File: src/hw/rtl/ctb_pkg.sv
// Shared types, request codes and constants for the countdown timer bank.
// Used by ctb_cell, ctb_unit and countdown_timer_bank; depends on nothing.
`timescale 1ns / 1ps
`default_nettype none

package ctb_pkg;

	localparam int NUM_TIMERS_DEF = 32;
	localparam int MAX_REPORTS    = 32;
	localparam int CNT_W          = 32;
	localparam int IDX_W          = 6;
	localparam int REQ_W          = 3;
	localparam int RPT_W          = $clog2(MAX_REPORTS + 1);

	localparam logic signed [CNT_W-1:0] CNT_IDLE = '1;
	localparam logic signed [CNT_W-1:0] CNT_MAX  = {1'b0, {(CNT_W-1){1'b1}}};
	localparam logic signed [CNT_W-1:0] CNT_MIN  = {1'b1, {(CNT_W-1){1'b0}}};

	typedef enum logic [REQ_W-1:0] {
		REQ_TICK    = 3'd0,
		REQ_SWEEP   = 3'd1,
		REQ_START   = 3'd2,
		REQ_RESTART = 3'd3,
		REQ_STOP    = 3'd4,
		REQ_QUERY   = 3'd5,
		REQ_ADD     = 3'd6
	} req_t;

	// One timer as held in a cell of the ring
	typedef struct packed {
		logic                    active;
		logic                    notify;
		logic signed [CNT_W-1:0] count;
	} timer_rec_t;

	// Per-cycle control from the sequencer to the head unit
	typedef struct packed {
		req_t                    req;
		logic                    match;
		logic                    cap;
		logic                    notify;
		logic signed [CNT_W-1:0] amt;
	} unit_ctrl_t;

	// What the head unit reports back for the timer it has just handled
	typedef struct packed {
		logic                    ok;
		logic                    running;
		logic signed [CNT_W-1:0] count;
		logic                    report;
	} unit_res_t;

	localparam timer_rec_t REC_IDLE = '{active: 1'b0, notify: 1'b0, count: CNT_IDLE};

endpackage

`default_nettype wire

File: src/hw/rtl/ctb_cell.sv
// One storage cell of the timer ring: holds a single timer record and takes
// its neighbour's record on every shift. Depends on ctb_pkg.
`timescale 1ns / 1ps
`default_nettype none

module ctb_cell (
	input  wire                 clk,
	input  wire                 arst_n,
	input  wire                 shift,
	input  ctb_pkg::timer_rec_t d,
	output ctb_pkg::timer_rec_t q
);

	ctb_pkg::timer_rec_t rec_q;

	always_ff @(posedge clk or negedge arst_n) begin
		if (!arst_n) begin
			rec_q <= ctb_pkg::REC_IDLE;
		end else if (shift) begin
			rec_q <= d;
		end
	end

	assign q = rec_q;

endmodule

`default_nettype wire

File: src/hw/rtl/ctb_unit.sv
// Head unit of the timer ring: applies the current request to the record
// leaving the head cell and yields the record to write back at the tail.
// Depends on ctb_pkg.
`timescale 1ns / 1ps
`default_nettype none

module ctb_unit (
	input  ctb_pkg::timer_rec_t rec_in,
	input  ctb_pkg::unit_ctrl_t ctrl,
	output ctb_pkg::timer_rec_t rec_out,
	output ctb_pkg::unit_res_t  res
);

	logic signed [ctb_pkg::CNT_W:0]   sum;
	logic signed [ctb_pkg::CNT_W-1:0] sat;
	logic                             positive;
	logic                             at_zero;

	always_comb begin
		sum = {rec_in.count[ctb_pkg::CNT_W-1], rec_in.count}
		    + {ctrl.amt[ctb_pkg::CNT_W-1], ctrl.amt};
		// clamp when the extra top bit of the sum disagrees with its sign bit
		if (sum[ctb_pkg::CNT_W] != sum[ctb_pkg::CNT_W-1]) begin
			sat = sum[ctb_pkg::CNT_W] ? ctb_pkg::CNT_MIN : ctb_pkg::CNT_MAX;
		end else begin
			sat = sum[ctb_pkg::CNT_W-1:0];
		end
	end

	assign positive = !rec_in.count[ctb_pkg::CNT_W-1] && (rec_in.count != '0);
	assign at_zero  = (rec_in.count == '0);

	always_comb begin
		rec_out     = rec_in;
		res.ok      = 1'b0;
		res.running = 1'b0;
		res.count   = '0;
		res.report  = 1'b0;
		unique case (ctrl.req)
			ctb_pkg::REQ_TICK: begin
				if (rec_in.active && positive) begin
					rec_out.count = rec_in.count - 1'b1;
				end
			end
			ctb_pkg::REQ_SWEEP: begin
				// free timers at zero until the report limit is reached
				if (rec_in.active && at_zero && !ctrl.cap) begin
					rec_out    = ctb_pkg::REC_IDLE;
					res.report = rec_in.notify;
				end
			end
			ctb_pkg::REQ_START: begin
				if (ctrl.match && !rec_in.active) begin
					rec_out.active = 1'b1;
					rec_out.notify = ctrl.notify;
					rec_out.count  = ctrl.amt;
					res.ok         = 1'b1;
				end
			end
			ctb_pkg::REQ_RESTART: begin
				if (ctrl.match && rec_in.active) begin
					rec_out.count = ctrl.amt;
					res.ok        = 1'b1;
				end
			end
			ctb_pkg::REQ_STOP: begin
				if (ctrl.match && rec_in.active) begin
					rec_out = ctb_pkg::REC_IDLE;
					res.ok  = 1'b1;
				end
			end
			ctb_pkg::REQ_QUERY: begin
				res.count = ctb_pkg::CNT_IDLE;
				if (ctrl.match && rec_in.active) begin
					res.ok      = 1'b1;
					res.running = 1'b1;
					res.count   = rec_in.count;
				end
			end
			ctb_pkg::REQ_ADD: begin
				if (ctrl.match && rec_in.active) begin
					rec_out.count = sat;
					res.ok        = 1'b1;
				end
			end
			default: begin
			end
		endcase
	end

endmodule

`default_nettype wire

File: src/hw/rtl/countdown_timer_bank.sv
// Top level of the countdown timer bank: the ring of timer cells, the head
// unit and the walk sequencer. Depends on ctb_pkg, ctb_cell and ctb_unit.
//
// Each request makes one walk from the start edge until busy falls: the
// timer records circulate once round a ring of NUM_TIMERS cells, one record
// through the single head unit per cycle, and the closing state ST_FIN puts
// out the final result. Results appear on strobe for exactly one cycle
// and cannot be held off; a sweep gives its reports in timer order, at most
// one per cycle during the walk, with last_result on the final one. A new
// request may be started in the cycle in which the final result is shown.
`timescale 1ns / 1ps
`default_nettype none

module countdown_timer_bank #(
	parameter int NUM_TIMERS = ctb_pkg::NUM_TIMERS_DEF
) (
	input  wire                              clk,
	input  wire                              arst_n,
	input  wire                              start,
	output logic                             busy,
	input  wire  [ctb_pkg::REQ_W-1:0]        req_type,
	input  wire  [ctb_pkg::IDX_W-1:0]        timer_index,
	input  wire  signed [ctb_pkg::CNT_W-1:0] amount,
	input  wire                              notify_on_expiry,
	output logic                             strobe,
	output logic                             ok,
	output logic                             running,
	output logic signed [ctb_pkg::CNT_W-1:0] count_value,
	output logic                             expired_valid,
	output logic [ctb_pkg::IDX_W-1:0]        expired_index,
	output logic                             last_result
);

	localparam int PW = (NUM_TIMERS > 1) ? $clog2(NUM_TIMERS) : 1;

	typedef enum logic [2:0] {
		ST_IDLE = 3'b001,
		ST_WALK = 3'b010,
		ST_FIN  = 3'b100
	} state_t;

	state_t                           state_q;
	logic [PW-1:0]                    pos_q;
	logic [ctb_pkg::RPT_W-1:0]        rpt_q;
	logic                             have_q;
	ctb_pkg::req_t                    req_q;
	logic [ctb_pkg::IDX_W-1:0]        idx_q;
	logic signed [ctb_pkg::CNT_W-1:0] amt_q;
	logic                             notify_q;

	// held result, shown when the walk ends or a later report displaces it
	logic                             hok_q;
	logic                             hrun_q;
	logic signed [ctb_pkg::CNT_W-1:0] hcnt_q;
	logic                             hev_q;
	logic [ctb_pkg::IDX_W-1:0]        hidx_q;

	logic                             strobe_q;
	logic                             ok_q;
	logic                             run_q;
	logic signed [ctb_pkg::CNT_W-1:0] cnt_q;
	logic                             ev_q;
	logic [ctb_pkg::IDX_W-1:0]        eidx_q;
	logic                             last_q;

	ctb_pkg::timer_rec_t ring [NUM_TIMERS];
	ctb_pkg::timer_rec_t tail_rec;
	ctb_pkg::unit_ctrl_t ctrl;
	ctb_pkg::unit_res_t  res;
	logic                walking;
	logic                accept;
	logic                walk_end;
	logic                emit_mid;

	assign walking  = (state_q == ST_WALK);
	assign busy     = (state_q != ST_IDLE);
	assign accept   = start && !busy;
	assign walk_end = walking && (pos_q == PW'(NUM_TIMERS - 1));
	assign emit_mid = walking && res.report && have_q;

	// ring: each cell takes its upper neighbour, the top cell takes the unit
	for (genvar i = 0; i < NUM_TIMERS; i++) begin : g_cell
		if (i == NUM_TIMERS - 1) begin : g_tail
			ctb_cell u_cell (
				.clk   (clk),
				.arst_n(arst_n),
				.shift (walking),
				.d     (tail_rec),
				.q     (ring[i])
			);
		end else begin : g_body
			ctb_cell u_cell (
				.clk   (clk),
				.arst_n(arst_n),
				.shift (walking),
				.d     (ring[i+1]),
				.q     (ring[i])
			);
		end
	end

	always_comb begin
		ctrl.req    = req_q;
		ctrl.match  = (idx_q == ctb_pkg::IDX_W'(pos_q));
		ctrl.cap    = (rpt_q >= ctb_pkg::RPT_W'(ctb_pkg::MAX_REPORTS));
		ctrl.notify = notify_q;
		ctrl.amt    = amt_q;
	end

	ctb_unit u_unit (
		.rec_in (ring[0]),
		.ctrl   (ctrl),
		.rec_out(tail_rec),
		.res    (res)
	);

	always_ff @(posedge clk or negedge arst_n) begin
		if (!arst_n) begin
			state_q  <= ST_IDLE;
			pos_q    <= '0;
			rpt_q    <= '0;
			have_q   <= 1'b0;
			strobe_q <= 1'b0;
		end else begin
			strobe_q <= 1'b0;
			unique case (state_q)
				ST_IDLE: begin
					if (accept) begin
						state_q <= ST_WALK;
						pos_q   <= '0;
						rpt_q   <= '0;
						have_q  <= 1'b0;
					end
				end
				ST_WALK: begin
					pos_q <= pos_q + 1'b1;
					if (res.report) begin
						have_q <= 1'b1;
						rpt_q  <= rpt_q + 1'b1;
					end
					if (emit_mid) begin
						strobe_q <= 1'b1;
					end
					if (walk_end) begin
						state_q <= ST_FIN;
					end
				end
				ST_FIN: begin
					strobe_q <= 1'b1;
					state_q  <= ST_IDLE;
				end
				default: begin
					state_q <= ST_IDLE;
				end
			endcase
		end
	end

	// item capture, held result and output payload
	always_ff @(posedge clk) begin
		if (accept) begin
			req_q    <= ctb_pkg::req_t'(req_type);
			idx_q    <= timer_index;
			amt_q    <= amount;
			notify_q <= notify_on_expiry;
			hok_q    <= 1'b0;
			hrun_q   <= 1'b0;
			hcnt_q   <= (req_type == ctb_pkg::REQ_QUERY) ? ctb_pkg::CNT_IDLE : '0;
			hev_q    <= 1'b0;
			hidx_q   <= '0;
		end else if (walking) begin
			if (res.report) begin
				hev_q  <= 1'b1;
				hidx_q <= ctb_pkg::IDX_W'(pos_q);
			end else if (ctrl.match && req_q != ctb_pkg::REQ_SWEEP
			             && req_q != ctb_pkg::REQ_TICK) begin
				hok_q  <= res.ok;
				hrun_q <= res.running;
				hcnt_q <= res.count;
			end
		end
		if (emit_mid || state_q == ST_FIN) begin
			ok_q   <= hok_q;
			run_q  <= hrun_q;
			cnt_q  <= hcnt_q;
			ev_q   <= hev_q;
			eidx_q <= hidx_q;
			last_q <= (state_q == ST_FIN);
		end
	end

	assign strobe        = strobe_q;
	assign ok            = ok_q;
	assign running       = run_q;
	assign count_value   = cnt_q;
	assign expired_valid = ev_q;
	assign expired_index = eidx_q;
	assign last_result   = last_q;

endmodule

`default_nettype wire
File: config.mk
export PLATFORM = sky130hd
export DESIGN_NAME = countdown_timer_bank
export DESIGN_NICKNAME = d
export VERILOG_FILES = /design/src/hw/rtl/ctb_pkg.sv /design/src/hw/rtl/ctb_cell.sv /design/src/hw/rtl/ctb_unit.sv /design/src/hw/rtl/countdown_timer_bank.sv
export SDC_FILE = /design/constraint.sdc
export NUM_CORES = 2
export LEC_CHECK = 0
export ABC_AREA = 1
export BUFFER_PORTS_ARGS = -buffer_cell sky130_fd_sc_hd__buf_2
export CORE_UTILIZATION = 59
export CTS_BUF_LIST = sky130_fd_sc_hd__clkbuf_4 sky130_fd_sc_hd__clkbuf_8
export DETAILED_ROUTE_END_ITERATION = 7
export PLACE_DENSITY_LB_ADDON = 0.12
export SETUP_SLACK_MARGIN = 0.2
export SKIP_CTS_REPAIR_TIMING = 1
export SYNTH_ARGS = -nofsm -noshare
export SYNTH_HDL_FRONTEND = slang
export SYNTH_SLANG_ARGS = --single-unit
File: constraint.sdc
create_clock -name clk -period 3.8 [get_ports clk]
set_input_delay 0.19 -clock clk [delete_from_list [all_inputs] [get_ports clk]]
set_output_delay 0.19 -clock clk [all_outputs]
set_load 0.01 [all_outputs]
# Word level (Yosys, flattened, before mapping)
# Index checks and enable logic that the tools add are counted.
# word_totals
register_bits	1227
input_bits	45
out_inout_bits	44
elab_cells	207
# op_classes
add_sub_neg	4
magnitude_cmp	1
eq_ne	19
n_mux	35
n_bitwise	1
reduce_logical	31
# op_table
op	n
$mux 32	10
$pmux 32 s6	1
$mux 34	4
$add 32x32->33	1
$mux 33	1
$logic_not 32->1	1
$reduce_bool 32->1	1
$sub 32x1->32 const B	1
$eq 3x3->1 const B	5
$logic_and 1x1->1	12
$mux 6	2
$pmux 6 s2	1
$pmux 5 s2	1
$eq 3x2->1 const B	3
$reduce_and 3->1	3
$mux 1	7
$add 6x1->6 const B	1
$eq 3x1->1 const B	2
$eq 6x5->1	1
$ge 6x6->1 const B	1
$mux 3	2
$ne 3x1->1 const B	2
$pmux 2 s3	1
$pmux 3 s2	1
other kinds (16)	26

# Depth between registers and ports, before layout
# depth
ltp_word	9
ltp_mapped	22

# Hierarchy
# A second synthesis with hierarchy kept.
# hier_totals
hier_cells	6261
hier_area_um2	55589.6
# modules_own_cells
mod	n_inst	cells_per_inst	area_each_um2	seq_area_each_um2
ctb_cell	32	144	1385.1	890.9
ctb_unit	1	1309	6319.8	0.0
countdown_timer_bank	1	344	4947.2	4015.1

# Least setup slack after synthesis
# Ideal clock, no wire load.
# synth_timing
kind	register to register
start	reg state_q[0]
end	reg hcnt_q[10] in the netlist's numbering (data pin)
setup_time_ns	0.270
arrival_time_ns	3.729
required_time_ns	3.530
setup_slack_ns	-0.199
stages_incl_launch_ff	9
path_buffers	1
synth_period_minus_slack_ns	3.999
path_cell_list	dfstp_2 inv_1 nor3_1 inv_1 nor2_1 inv_1 nand2_1 clkbuf_1 o21ai_0
# synth_via
elab_chain_len	4
# synth_lines
element	line_no	text
start, declared	countdown_timer_bank.sv:42	state_t state_q;
start signal, assigned	countdown_timer_bank.sv:119	state_q <= ST_IDLE;
start signal, assigned	countdown_timer_bank.sv:129	state_q <= ST_WALK;
start signal, assigned	countdown_timer_bank.sv:145	state_q <= ST_FIN;
$ne 3x1->1	countdown_timer_bank.sv:76	assign busy = (state_q != ST_IDLE);
named net busy	countdown_timer_bank.sv:20	output logic busy,
$logic_not 1->1	countdown_timer_bank.sv:77	assign accept = start && !busy;
$logic_and 1x1->1	countdown_timer_bank.sv:77	
named net accept	countdown_timer_bank.sv:71	logic accept;
$mux 32	countdown_timer_bank.sv:161	if (accept) begin
end signal, assigned	countdown_timer_bank.sv:168	hcnt_q <= (req_type == ctb_pkg::REQ_QUERY) ? ctb_pkg::CNT_IDLE : '0;
end signal, assigned	countdown_timer_bank.sv:179	hcnt_q <= res.count;
end, declared	countdown_timer_bank.sv:54	logic signed [ctb_pkg::CNT_W-1:0] hcnt_q;
# The timed path passes the listed nets, and every way through them passes these cells.
# A chain may end at the register's enable or synchronous reset.

# Worst setup path after layout
# layout_timing
start	reg g_cell[0].g_body.u_cell.rec_q (netlist bit g_cell[0].g_body.u_cell.q[0])
end	reg g_cell[31].g_tail.u_cell.rec_q (netlist bit g_cell[31].g_tail.u_cell.q[11])
# layout_via
elab_chain_len	5
elab_cells_between_ends	15
classes_between	2 x add/sub; 1 x eq/ne; 6 x mux; 6 x reduce/logical
# layout_lines
element	line_no	text
start, declared	ctb_cell.sv:14	ctb_pkg::timer_rec_t rec_q;
start signal, assigned	ctb_cell.sv:18	rec_q <= ctb_pkg::REC_IDLE;
$add 32x32->33, or another cell as far along	ctb_unit.sv:21	+ {ctrl.amt[ctb_pkg::CNT_W-1], ctrl.amt};
$mux 32, or another cell as far along	ctb_unit.sv:24	sat = sum[ctb_pkg::CNT_W] ? ctb_pkg::CNT_MIN : ctb_pkg::CNT_MAX;
$mux 32, or another cell as far along	ctb_unit.sv:23	if (sum[ctb_pkg::CNT_W] != sum[ctb_pkg::CNT_W-1]) begin
$mux 32, or another cell as far along	ctb_unit.sv:81	if (ctrl.match && rec_in.active) begin
$pmux 32 s6 (*)	ctb_unit.sv:39	unique case (ctrl.req)
end signal, assigned	ctb_cell.sv:18	
end, declared	ctb_cell.sv:14	
# Mark *: on every way between the ends. The rest lies on a longest branch, timed or not.

==> impl_metrics.toml <==
[clock_tree]
cts_sinks = 1227
clock_latency_ps = 870
cts_buffer_depth = 3
cts_max_level = 4
root_buffer = "clkbuf_8"
clkTransAtPathRegs_ps = 60
cts_buffers = 193
tritoncts = "built"

[logic_synthesis]
synth_edf_count = 115
syn_area_um2 = 52600
ys.flop_type = "dfstp_2"
ys_types = 48
avgSynthCellArea_um2 = 8.69
yosysWarnings = 0
ys_async_sr_fraction = 0.900
ys_ff_latch = 1227
synth_fp_nets = 6138
synth_cells = 6055
synth-seq-area-share = 0.618

[setup_path]
endpoint_kind = "register"
worstPathArrival_ps = 4120
critPathKind = "register to register"
required_ps = 4590
start_kind = "register"
cp_max_fo = 19

[power]
vdd_drop_max_mv = 0.450
total_power_uw = 32800
powerDensity_nw_per_um2 = 561
p_leak_uw = 0.0276

[status]
outcome = "finished clean"

[timing]
hold_violations = 0
period_needed_ps = 3330
worst_pin_slew_ps = 1200
final.setup_skew_ps = 32.4
fmax_ghz = 0.300
grt_setup_unrepaired = "false"
max_slew_margin = 0.202
finalMaxSlewViolations = 0
finalCritPeriodShare = 0.877
setup_violations = 0
fin_tns_setup_ps = 0

[global_routing]
grt_pass1_wl_mm = 199
track_usage = 0.278
grt_pass1_vias = 37100
gr-total-overflow = 0
grt_antenna_before_repair = 3
grt_max_degree = 195

[route]
wl_mm = 124
firstDrtPassIters = 8
vias = 38900
viasPerCell = 5.22
drt-initial-drc-count = 3188
routedWlPerCell_um = 16.6
drc_errors = 0
drtAntennaViolNets = 0

[place]
port_buffers = 87
gp_congestion = 0.953
dp.final_hpwl_mm = 77.7

[final_layout]
areaGrowthSynthToFinish_pct = 11.1
nNetsFinal = 6206
final_layout_size_suffix_gt1_frac = 0.252

[floorplanning]
rows = 109
die_area_um2 = 90400
die_w_um = 301
core-area_um2 = 88400
ios = 89
fp.dieH_um = 301
start_util = 0.595

[worst_hold_path]
hp-class = "primary input to register"

[flow_run]
maxCapViolCount = 0
==> Yosys cell counts, types with 2 or more instances <==
cell	count	share of area
buf_1	6	0.00043
nor3_1	22	0.0021
buf_6	8	0.0017
nand2_1	3394	0.24
or2_2	4	0.00048
a21oi_2	2	0.00033
dfrtp_1	79	0.038
nand4_1	41	0.0049
buf_2	91	0.0087
a211oi_2	6	0.0014
xnor2_1	17	0.0028
dfstp_2	1025	0.51
a21oi_1	136	0.013
nor3_2	3	0.00057
nand3_1	87	0.0083
a31oi_1	2	0.00024
clkinv_1	3	0.00021
nor2_1	191	0.014
o211ai_1	42	0.0060
ha_1	37	0.0088
nand2_2	17	0.0020
a211oi_1	4	0.00057
buf_4	3	0.00043
xor2_1	23	0.0038
nand3b_1	9	0.0013
o21bai_1	7	0.0010
clkbuf_1	204	0.015
nand3_2	4	0.00076
o21ai_0	206	0.020
nor2_2	9	0.0011
edfxtp_1	115	0.066
inv_1	199	0.014
nor2_4	6	0.0013
clkbuf_2	2	0.00019
dfxtp_1	8	0.0030
o21ai_1	21	0.0020
o21a_1	3	0.00043
inv_2	9	0.00064
==> state kept, by name, summed over array words and instances, names as in the netlist, 3 cells and up <==
| signal | count |
|---|---|
| idx_q | 6 |
| g_cell.g_body.u_cell.q | 1054 |
| count_value | 32 |
| rpt_q | 6 |
| hcnt_q | 32 |
| g_cell.g_tail.u_cell.q | 34 |
| req_q | 3 |
| state_q | 3 |
| expired_index | 5 |
| pos_q | 5 |
| amt_q | 32 |
| hidx_q | 5 |
==> area by class of cell <==
| type | instances | area (um2) |
|---|---|---|
| sequential | 1227 | 32500 |
| fill | 7361 | 29900 |
| multi-input combinational | 4302 | 17900 |
| clock buffer | 316 | 3910 |
| timing repair buffer | 187 | 1540 |
| tap | 1165 | 1460 |
| inverter | 212 | 808 |
| clock inverter | 41 | 274 |
| antenna | 1 | 2.50 |
==> per-layer routing <==
| layer | GRT usage | up-vias | part of all wire |
|---|---|---|---|
| li1 | - | 18900 | - |
| met1 | 0.397 | 18800 | 0.46 |
| met2 | 0.429 | 959 | 0.46 |
| met3 | 0.0486 | 219 | 0.055 |
| met4 | 0.0973 | 0 | 0.028 |
| met5 | 0 | - | 0 |
==> stage by stage <==
stage	cells	setup slack [ps]	hold slack, ps	instance area (um2)	utilization
5_1_grt	7451	222	13.1	58500	0.661
4_1_cts	7405	462	-811	58000	0.656
3_5_place_dp	7048	504	161	53800	0.609
6_report	7451	468	49.3	58500	0.661
3_3_place_gp	7048	654	166	53800	0.609
2_1_floorplan	6055	637	-106	52600	-
==> report_power, final <==
group	switching [uW]	internal [uW]
combinational	3640	1120
clock	5220	6530
sequential	882	15400
==> logic make-up (layout without fill, tap and decap cells) <==
logic type / after synthesis / count (layout) / synth area share
XOR/XNOR: 40 / 40 / 0.00666
other: 1 / 2 / 0.0000713
AND/OR/NAND/NOR: 3792 / 3792 / 0.280
flip-flops: 1227 / 1227 / 0.618
buffers and inverters: 526 / 756 / 0.0412
AO/OA/AOI/OAI: 431 / 431 / 0.0448
adder cells (fa/ha/maj): 38 / 38 / 0.00918
==> layout by cell type (no fill, tap or decap), drive strengths merged, types with 17 or more instances in the layout <==
cell type    instances
nand2             3413
inv                218
dfstp             1025
o211ai              42
xor2                23
nand3               92
xnor2               17
ha                  37
buf                142
o21ai              227
nor3                26
nand4               41
edfxtp             115
a21oi              138
dlygate4sd3         45
clkinv              29
dfrtp               79
nor2               206
clkbuf             316
==> critical path, cell delays in order, from the launching register on <==
cell and delay, ps:
dfstp_2 600, ha_1 250, inv_1 80, fa_1 430, inv_1 90, nand3_1 90, nand2_2 120, nand2_1 60
nand2_1 140, nand2_1 80, nand2_2 110, nand2_2 70, nand3_1 60, nand2_1 90, nand2_2 470, nand3_1 170
nand3_1 110, nand3_1 90, nand2_1 80, nand2_1 50
==> path summary, 6_finish.rpt <==
kind / start / end / slack (ps) / cells past startpoint
min in group asynchronous: arst_n / g_cell[9].g_body.u_cell.q[20] / 260 / 2
setup reg to reg: g_cell[0].g_body.u_cell.q[0] / g_cell[31].g_tail.u_cell.q[11] / 470 / 19
setup / recovery: g_cell[0].g_body.u_cell.q[0] / g_cell[31].g_tail.u_cell.q[11] / 470 / 19
hold reg to reg: hcnt_q[27] / count_value[27] / 420 / 0
max in group asynchronous: arst_n / pos_q[0] / 2630 / 3
hold / removal: amount[27] / amt_q[27] / 50 / 2
Note: power is estimated with default switching activity, not from simulation.
